--- config.mk ---
export PLATFORM = sky130hd
export DESIGN_NAME = string_literal_unescape_top
export DESIGN_NICKNAME = d
export VERILOG_FILES = /design/src/sv/slu_pkg.sv /design/src/sv/slu_decode.sv /design/src/sv/slu_out_buf.sv /design/src/sv/string_literal_unescape_top.sv
export VERILOG_INCLUDE_DIRS = /design/src /design/src/sv
export SDC_FILE = /design/constraint.sdc
export NUM_CORES = 1
export LEC_CHECK = 0
export BUFFER_PORTS_ARGS = -buffer_cell sky130_fd_sc_hd__buf_2
export CORE_MARGIN = 5
export CORE_UTILIZATION = 30
export DETAILED_ROUTE_END_ITERATION = 12
export GPL_TIMING_DRIVEN = 1
export PLACE_DENSITY = 0.57
export SYNTH_ARGS = -nofsm -noshare
export SYNTH_HDL_FRONTEND = slang
export SYNTH_SLANG_ARGS = --single-unit
--- constraint.sdc ---
create_clock -name clk -period 3.2 [get_ports clk]
set_clock_uncertainty 0.1 [all_clocks]
set_input_delay 0 -clock clk [delete_from_list [all_inputs] [get_ports clk]]
set_output_delay 0 -clock clk [all_outputs]
set_load 0.005 [all_outputs]
--- src/sv/string_literal_unescape_top_macros.svh ---
// Assertion macros shared by the string unescape block.
`ifndef STRING_LITERAL_UNESCAPE_TOP_MACROS_SVH
`define STRING_LITERAL_UNESCAPE_TOP_MACROS_SVH

// Same-cycle implication, checked on clk outside reset.
`define SLU_ASSERT_NOW(label, ante, cons, msg) \
  label: assert property (@(posedge clk) disable iff (rst) (ante) |-> (cons)) \
    else $error(msg);

// Next-cycle implication, checked on clk outside reset.
`define SLU_ASSERT_NEXT(label, ante, cons, msg) \
  label: assert property (@(posedge clk) disable iff (rst) (ante) |=> (cons)) \
    else $error(msg);

`endif

--- src/sv/slu_pkg.sv ---
package slu_pkg;

  // Decoder mode
  typedef enum logic [2:0] {
    MODE_NORMAL = 3'd0,
    MODE_ESC    = 3'd1,
    MODE_HEX0   = 3'd2,
    MODE_HEX1   = 3'd3,
    MODE_DROP   = 3'd4
  } mode_t;

  // Result kinds
  localparam logic [2:0] KIND_DATA   = 3'd0;
  localparam logic [2:0] KIND_END    = 3'd1;
  localparam logic [2:0] KIND_OPEN   = 3'd2;
  localparam logic [2:0] KIND_BADESC = 3'd3;
  localparam logic [2:0] KIND_BADHEX = 3'd4;

  // Characters of interest
  localparam logic [7:0] CH_NEWLINE   = 8'h0A;
  localparam logic [7:0] CH_BACKSLASH = 8'h5C;
  localparam logic [7:0] CH_QUOTE     = 8'h22;
  localparam logic [7:0] CH_ZERO      = 8'h30;
  localparam logic [7:0] CH_N         = 8'h6E;
  localparam logic [7:0] CH_T         = 8'h74;
  localparam logic [7:0] CH_R         = 8'h72;
  localparam logic [7:0] CH_X         = 8'h78;
  localparam logic [7:0] HEX_MAX      = 8'h7F;

  typedef struct packed {
    logic [7:0] char_in;
    logic       is_closing;
  } item_t;

  typedef struct packed {
    logic [2:0] kind;
    logic [7:0] byte_out;
    logic [7:0] detail_first;
    logic [7:0] detail_second;
    logic [1:0] detail_count;
    logic       run_last;
  } res_t;

  // Results of one item, handed from the decoder to the output buffer
  typedef struct packed {
    res_t       first;
    res_t       second;
    logic [1:0] count;
  } dec_out_t;

  function automatic res_t res_make(logic [2:0] kind, logic [7:0] b,
                                    logic [7:0] d1, logic [7:0] d2,
                                    logic [1:0] cnt);
    res_t r;
    r.kind          = kind;
    r.byte_out      = b;
    r.detail_first  = d1;
    r.detail_second = d2;
    r.detail_count  = cnt;
    r.run_last      = 1'b0;
    return r;
  endfunction

  // Known single-character escapes
  function automatic logic esc_known(logic [7:0] ch);
    return (ch == CH_N) || (ch == CH_T) || (ch == CH_R) || (ch == CH_ZERO) ||
           (ch == CH_QUOTE) || (ch == CH_BACKSLASH);
  endfunction

  function automatic logic [7:0] esc_byte(logic [7:0] ch);
    logic [7:0] v;
    case (ch)
      CH_N:         v = 8'h0A;
      CH_T:         v = 8'h09;
      CH_R:         v = 8'h0D;
      CH_QUOTE:     v = 8'h22;
      CH_BACKSLASH: v = 8'h5C;
      default:      v = 8'h00;
    endcase
    return v;
  endfunction

  function automatic logic hex_ok(logic [7:0] ch);
    return (ch >= 8'h30 && ch <= 8'h39) || (ch >= 8'h61 && ch <= 8'h66) ||
           (ch >= 8'h41 && ch <= 8'h46);
  endfunction

  function automatic logic [3:0] hex_nib(logic [7:0] ch);
    logic [7:0] v;
    if (ch >= 8'h30 && ch <= 8'h39) v = ch - 8'h30;
    else if (ch >= 8'h61 && ch <= 8'h66) v = ch - 8'h57;
    else if (ch >= 8'h41 && ch <= 8'h46) v = ch - 8'h37;
    else v = 8'h00;
    return v[3:0];
  endfunction

endpackage

--- src/sv/slu_decode.sv ---
module slu_decode (
  input  logic            clk,
  input  logic            rst,
  input  slu_pkg::item_t  item,
  input  logic            fire,
  output slu_pkg::dec_out_t dec
);
  import slu_pkg::*;

  mode_t      mode;
  mode_t      mode_next;
  logic [7:0] held;
  logic [7:0] held_next;
  logic [7:0] ch;
  logic       closing;
  logic [7:0] hex_pair;
  logic       hex_good;

  assign ch       = item.char_in;
  assign closing  = item.is_closing;
  assign hex_pair = {hex_nib(held), hex_nib(ch)};
  assign hex_good = hex_ok(held) && hex_ok(ch) && (hex_pair <= HEX_MAX);

  // Next mode and held digit
  always_comb begin
    mode_next = mode;
    held_next = held;
    unique case (mode)
      MODE_ESC: begin
        if (esc_known(ch)) mode_next = MODE_NORMAL;
        else if (ch == CH_X && !closing) mode_next = MODE_HEX0;
        else mode_next = closing ? MODE_NORMAL : MODE_DROP;
      end
      MODE_HEX0: begin
        if (closing) begin
          mode_next = MODE_NORMAL;
        end else begin
          held_next = ch;
          mode_next = MODE_HEX1;
        end
      end
      MODE_HEX1: begin
        if (closing || hex_good) mode_next = MODE_NORMAL;
        else mode_next = MODE_DROP;
      end
      MODE_DROP: begin
        if (closing) mode_next = MODE_NORMAL;
      end
      default: begin
        if (closing) mode_next = MODE_NORMAL;
        else if (ch == CH_NEWLINE) mode_next = MODE_DROP;
        else if (ch == CH_BACKSLASH) mode_next = MODE_ESC;
        else mode_next = MODE_NORMAL;
      end
    endcase
  end

  // Results for the current item
  always_comb begin
    dec.first  = res_make(KIND_DATA, 8'h00, 8'h00, 8'h00, 2'd0);
    dec.second = res_make(KIND_END, 8'h00, 8'h00, 8'h00, 2'd0);
    dec.count  = 2'd0;
    unique case (mode)
      MODE_ESC: begin
        if (esc_known(ch)) begin
          dec.first = res_make(KIND_DATA, esc_byte(ch), 8'h00, 8'h00, 2'd0);
          dec.count = closing ? 2'd2 : 2'd1;
        end else if (!(ch == CH_X && !closing)) begin
          dec.first = res_make(KIND_BADESC, 8'h00, ch, 8'h00, 2'd0);
          dec.count = 2'd1;
        end
      end
      MODE_HEX0: begin
        if (closing) begin
          dec.first = res_make(KIND_BADHEX, 8'h00, 8'h00, 8'h00, 2'd0);
          dec.count = 2'd1;
        end
      end
      MODE_HEX1: begin
        if (closing) dec.first = res_make(KIND_BADHEX, 8'h00, held, 8'h00, 2'd1);
        else if (hex_good) dec.first = res_make(KIND_DATA, hex_pair, 8'h00, 8'h00, 2'd0);
        else dec.first = res_make(KIND_BADHEX, 8'h00, held, ch, 2'd2);
        dec.count = 2'd1;
      end
      MODE_DROP: begin
        dec.count = 2'd0;
      end
      default: begin
        if (closing) dec.first = res_make(KIND_END, 8'h00, 8'h00, 8'h00, 2'd0);
        else if (ch == CH_NEWLINE) dec.first = res_make(KIND_OPEN, 8'h00, 8'h00, 8'h00, 2'd0);
        else dec.first = res_make(KIND_DATA, ch, 8'h00, 8'h00, 2'd0);
        dec.count = (!closing && ch == CH_BACKSLASH) ? 2'd0 : 2'd1;
      end
    endcase
    dec.first.run_last  = (dec.count == 2'd1);
    dec.second.run_last = 1'b1;
  end

  // Mode and held digit registers, updated when an item is consumed
  always_ff @(posedge clk) begin
    if (rst) begin
      mode <= MODE_NORMAL;
      held <= 8'h00;
    end else if (fire) begin
      mode <= mode_next;
      held <= held_next;
    end
  end

endmodule

--- src/sv/slu_out_buf.sv ---
module slu_out_buf (
  input  logic              clk,
  input  logic              rst,
  input  logic              push,
  input  slu_pkg::dec_out_t dec,
  output logic              free,
  output logic              result_valid,
  input  logic              result_stall,
  output slu_pkg::res_t     result
);
  import slu_pkg::*;

  logic occupied;
  logic on_second;
  logic has_two;
  res_t slot0;
  res_t slot1;
  logic pop;
  logic last_pop;

  assign result_valid = occupied;
  assign result       = on_second ? slot1 : slot0;
  assign pop          = occupied && !result_stall;
  assign last_pop     = pop && (on_second || !has_two);
  assign free         = !occupied || last_pop;

  // Control: load a new pair or step through the held one
  always_ff @(posedge clk) begin
    if (rst) begin
      occupied  <= 1'b0;
      on_second <= 1'b0;
      has_two   <= 1'b0;
    end else if (push) begin
      occupied  <= 1'b1;
      on_second <= 1'b0;
      has_two   <= (dec.count == 2'd2);
    end else if (last_pop) begin
      occupied  <= 1'b0;
      on_second <= 1'b0;
    end else if (pop) begin
      on_second <= 1'b1;
    end
  end

  // Payload
  always_ff @(posedge clk) begin
    if (push) begin
      slot0 <= dec.first;
      slot1 <= dec.second;
    end
  end

endmodule

--- src/sv/string_literal_unescape_top.sv ---
// String literal unescape decoder.
// Input channel (item_valid / item_stall / item): one raw character of a quoted
// string body per beat; the closing quote comes as a beat with is_closing set.
// Output channel (result_valid / result_stall / result): decoded bytes, the
// end-of-string mark, and error reports; run_last marks the final result of
// the input beat that caused it. A beat yields zero, one or two results.
// A beat in the input register is decoded combinationally and lands in the
// output register once that is free, visible to the receiver then.
// Throughput: one beat per cycle while each beat yields at most one result
// and the receiver does not stall; a beat with two results holds the output
// register until both are taken; beats that yield nothing push no result.
// Reset (rst, synchronous) empties both registers and returns the decoder to
// normal mode. When the receiver stalls, the output register holds its
// result; one more beat waits in the input register, then item_stall rises.
`include "string_literal_unescape_top_macros.svh"

module string_literal_unescape_top (
  input  logic           clk,
  input  logic           rst,
  input  logic           item_valid,
  output logic           item_stall,
  input  slu_pkg::item_t item,
  output logic           result_valid,
  input  logic           result_stall,
  output slu_pkg::res_t  result
);
  import slu_pkg::*;

  logic     in_full;
  item_t    in_item;
  dec_out_t dec;
  logic     buf_free;
  logic     advance;
  logic     push;

  // Consume the held beat when its results fit in the output register
  assign advance    = in_full && ((dec.count == 2'd0) || buf_free);
  assign push       = advance && (dec.count != 2'd0);
  assign item_stall = in_full && !advance;

  // Input register
  always_ff @(posedge clk) begin
    if (rst) begin
      in_full <= 1'b0;
    end else if (item_valid && !item_stall) begin
      in_full <= 1'b1;
    end else if (advance) begin
      in_full <= 1'b0;
    end
  end

  always_ff @(posedge clk) begin
    if (item_valid && !item_stall) begin
      in_item <= item;
    end
  end

  slu_decode u_decode (
    .clk  (clk),
    .rst  (rst),
    .item (in_item),
    .fire (advance),
    .dec  (dec)
  );

  slu_out_buf u_out_buf (
    .clk          (clk),
    .rst          (rst),
    .push         (push),
    .dec          (dec),
    .free         (buf_free),
    .result_valid (result_valid),
    .result_stall (result_stall),
    .result       (result)
  );

  // Checks
  `SLU_ASSERT_NOW(a_first_of_two_is_data, result_valid && !result.run_last,
    result.kind == KIND_DATA, "non-final result is not a data byte")
  `SLU_ASSERT_NOW(a_count_only_hex, result_valid && result.kind != KIND_BADHEX,
    result.detail_count == 2'd0, "detail count set outside hex error")
  `SLU_ASSERT_NOW(a_stall_needs_output, item_stall,
    result_valid, "input stalled while output register is empty")
  `SLU_ASSERT_NEXT(a_push_shows, push,
    result_valid, "loaded result not presented")

endmodule

==> out/summary.md <==
Status
- outcome: complete, no violations

Route
- aggregate routed wire length: 6650 um
- drt first pass iters: 4
- routed vias: 2211
- Vias/cell: 4.78
- violation count after the first detailed-route iteration: 165
- detailed-route wire length per cell: 14.4 um
- DRC violations left: 0
- ANT nets after route: 0

Synthesis
- share of the yosys chip area belonging to registers: 49.3%
- main flop type after synthesis: sky130_fd_sc_hd__edfxtp_1
- Synth warnings: 0
- most used standard cell by instance count after synthesis: sky130_fd_sc_hd__edfxtp_1
- synthesized netlist cell count: 277
- number of enable-type register cells in the synthesized netlist: 39
- distinct cell type count of the synthesized netlist: 63
- average cell area after synthesis: 10.8 um2
- FFs w/ async S/R, synth: 0%
- Post-synth top cells: 39 x sky130_fd_sc_hd__edfxtp_1, 34 x sky130_fd_sc_hd__nor2b_1, 26 x sky130_fd_sc_hd__nor2_1
- dominant cell type by area after synthesis: sky130_fd_sc_hd__edfxtp_1
- Syn Nets: 298
- synth top area cells: sky130_fd_sc_hd__edfxtp_1 39%, sky130_fd_sc_hd__dfxtp_1 10%, sky130_fd_sc_hd__nor2b_1 7.1%, sky130_fd_sc_hd__ha_1 3.4%, sky130_fd_sc_hd__nor2_1 3.3%
- cell area after technology mapping: 2980 um2
- number of synthesized register bits: 54
- proportion of netlist area held by the largest area contributor: 39.3%

Power and ir drop
- worst vdd rail ir drop: 177 uV
- Cell Pwr Density: 409 nW/um2
- share of total power in the clock network: 33.0%
- Seq pwr share: 56.4%
- internal portion of total power: 0.00110 W
- leakage power summed over all cells: 1.36 nW
- Comb pwr share: 10.6%
- switching share of total power: 24.3%
- net switching power of the design: 0.000353 W

Clock tree
- CTS Hold Buffers Added: 12
- number of buffers created by CTS: 5
- H-tree depth reported by CTS: 2
- clk sink count: 54
- clock input transition at the sequential cells of the worst setup and hold paths: 100 ps
- number of buffers on the longest clock path: 2
- insertion delay to the later sink of the worst-skew pair: 310 ps
- postcts setup bufs: 0
- TritonCTS clock tree: done
- clk root buf: sky130_fd_sc_hd__clkbuf_8
- number of gates resized after CTS: 0

Placed design
- detailed placer's ending HPWL: 4990 um
- input/output buffers: 44
- weighted congestion at the end of routability-driven global placement: 0.910

Worst setup path
- required time of the worst setup path: 3080 ps
- biggest cell delay along the critical path: 540 ps
- endpoint class of the critical path: register
- cell-by-cell listing of the critical path: inv_1, ha_1, nand3b_1, a2111oi_2, o41a_2, nand2_2, inv_2, buf_4
- worst path arrival time: 2630 ps
- Largest delay share family, worst path: compound AO/OA/AOI/OAI gates
- kind of start point of the critical path: register
- worst-path maximum fanout: 32
- worst path buffer plus inverter count: 3
- cell with the biggest individual delay on the critical path: sky130_fd_sc_hd__edfxtp_1
- r2r setup slk: 450 ps
- class of the most critical setup path: reg2reg

Timing
- Hold Fails Final Rpt: 0
- WHS: 287 ps
- slew of the pin with the lowest slew margin: 677 ps
- Max Clk Rate: 363 MHz
- total negative slack for setup checks: 0 ps
- pins over their slew limit: 0
- relative slew slack: 54.4%
- RSZ-0062 raised after global routing: no
- clock period minus final worst setup slack: 2750 ps
- final count of negative-setup-slack endpoints: 0
- period utilization: 86.1%

Hold path
- Worst Hold Class: in2reg

Global route
- via count of the first global-routing pass: 2102
- total congestion overflow: 0
- global-route usage over all layers: 11.3%
- pin count of the biggest net entering global routing: 33
- number of antenna violations at the first check in global routing: 0
- global-route wire length before repair: 10600 um

Floorplan
- starting density of the core: 30.7%
- number of I/O pins: 45
- area enclosed by the die boundary: 12000 um2
- Placement Rows: 36
- horizontal die dimension: 110 um
- core area: 9730 um2
- overall die height: 110 um

Job
- # Max-Cap Violations: 0

Cells and area
- nets: 350
- sequential cell area: 1470 um2
- multi-input gate area in the final layout: 1380 um2
- share of layout cells above drive strength 1: 24.2%
- antenna diode count: 0
- filler cell count in the final layout: 991
- Layout Area Growth over Synthesis: 19.2%

logic make-up after synthesis:
family	after synthesis	synth area share, %
xor gates and xnor gates	4	1.17
adders and majority gates	8	3.36
AOI/OAI and AO/OA	63	15.9
DFF	54	49.3
buffers and inverters	27	4.28
muxes	9	3.02
and+or+nand+nor	112	22.9
metal layers:
layer / global-route usage (%) / part of all wire (%) / vias up
met3: 2.29 / 8.2 / 5
met5: 0 / 0 / -
met2: 16.9 / 42 / 81
met1: 16.4 / 49 / 1019
met4: 3.29 / 1.2 / 0
li1: - / - / 1106
stage by stage:
stage                     setup slack, ps  instances  power, W  util [%]  area [um2]
final                                 446        463   0.00145      36.5        3550
after global routing                  212        463   0.00151      36.5        3550
after detailed placement              477        443  0.000978      34.1        3320
after floorplan                       674        277  0.000923         -        2980
after CTS                             452        463   0.00147      36.5        3550
after global placement                562        443  0.000978      34.1        3320
power by group through the flow:
stage                     logic (W)  clock network (W)  registers, W
after CTS                  0.000156           0.000491      0.000818
after global routing       0.000173           0.000516      0.000824
after detailed placement   0.000144                  0      0.000834
final                      0.000155           0.000479      0.000819
after floorplan            0.000112                  0      0.000811
after global placement     0.000144                  0      0.000834
path summary, 6_finish.rpt:
| kind | from | to | depth (start not counted) |
|---|---|---|---|
| setup reg to reg | in_item[1] | u_out_buf.slot0[23] | 8 |
| hold / removal | item[5] | in_item[5] | 2 |
| setup / recovery | in_item[1] | u_out_buf.slot0[23] | 8 |
| hold reg to reg | u_out_buf.has_two | u_out_buf.has_two | 2 |
sequential cells by signal (all words and copies together) (netlist names):
name	cells
u_out_buf.result_valid	1
u_out_buf.has_two	1
u_decode.mode	3
in_item	9
u_out_buf.slot0	30
u_out_buf.on_second	1
u_decode.held	8
in_full	1
cells in the final DEF, fill, tap and decap left out, types with 9 or more instances in the layout:
master / n
sky130_fd_sc_hd__buf_2: 44
sky130_fd_sc_hd__nor2_1: 26
sky130_fd_sc_hd__mux2i_1: 9
sky130_fd_sc_hd__dfxtp_1: 15
sky130_fd_sc_hd__edfxtp_1: 39
sky130_fd_sc_hd__dlygate4sd3_1: 12
sky130_fd_sc_hd__o21ai_0: 12
sky130_fd_sc_hd__nor2b_1: 34
sky130_fd_sc_hd__a21oi_1: 12
sky130_fd_sc_hd__inv_1: 10
worst register-to-register path, delay by kind of cell (launching register included):
family          cells  cell delay [ps]
flops               1              540
fa+ha+maj           1              260
simple gates        2              240
compound gates      2              660
buf+inv             3              600
cell type report:
| class | count | area share [%] |
|---|---|---|
| Timing Repair Buffer | 60 | 10.4 |
| Clock buffer | 5 | 1.94 |
| Clock inverter | 3 | 1.37 |
| Tap cell | 133 | 4.68 |
| Sequential cell | 54 | 41.4 |
| Inverter | 12 | 1.27 |
| Multi-Input combinational cell | 196 | 38.9 |
Note: power is estimated with default switching activity, not from simulation.
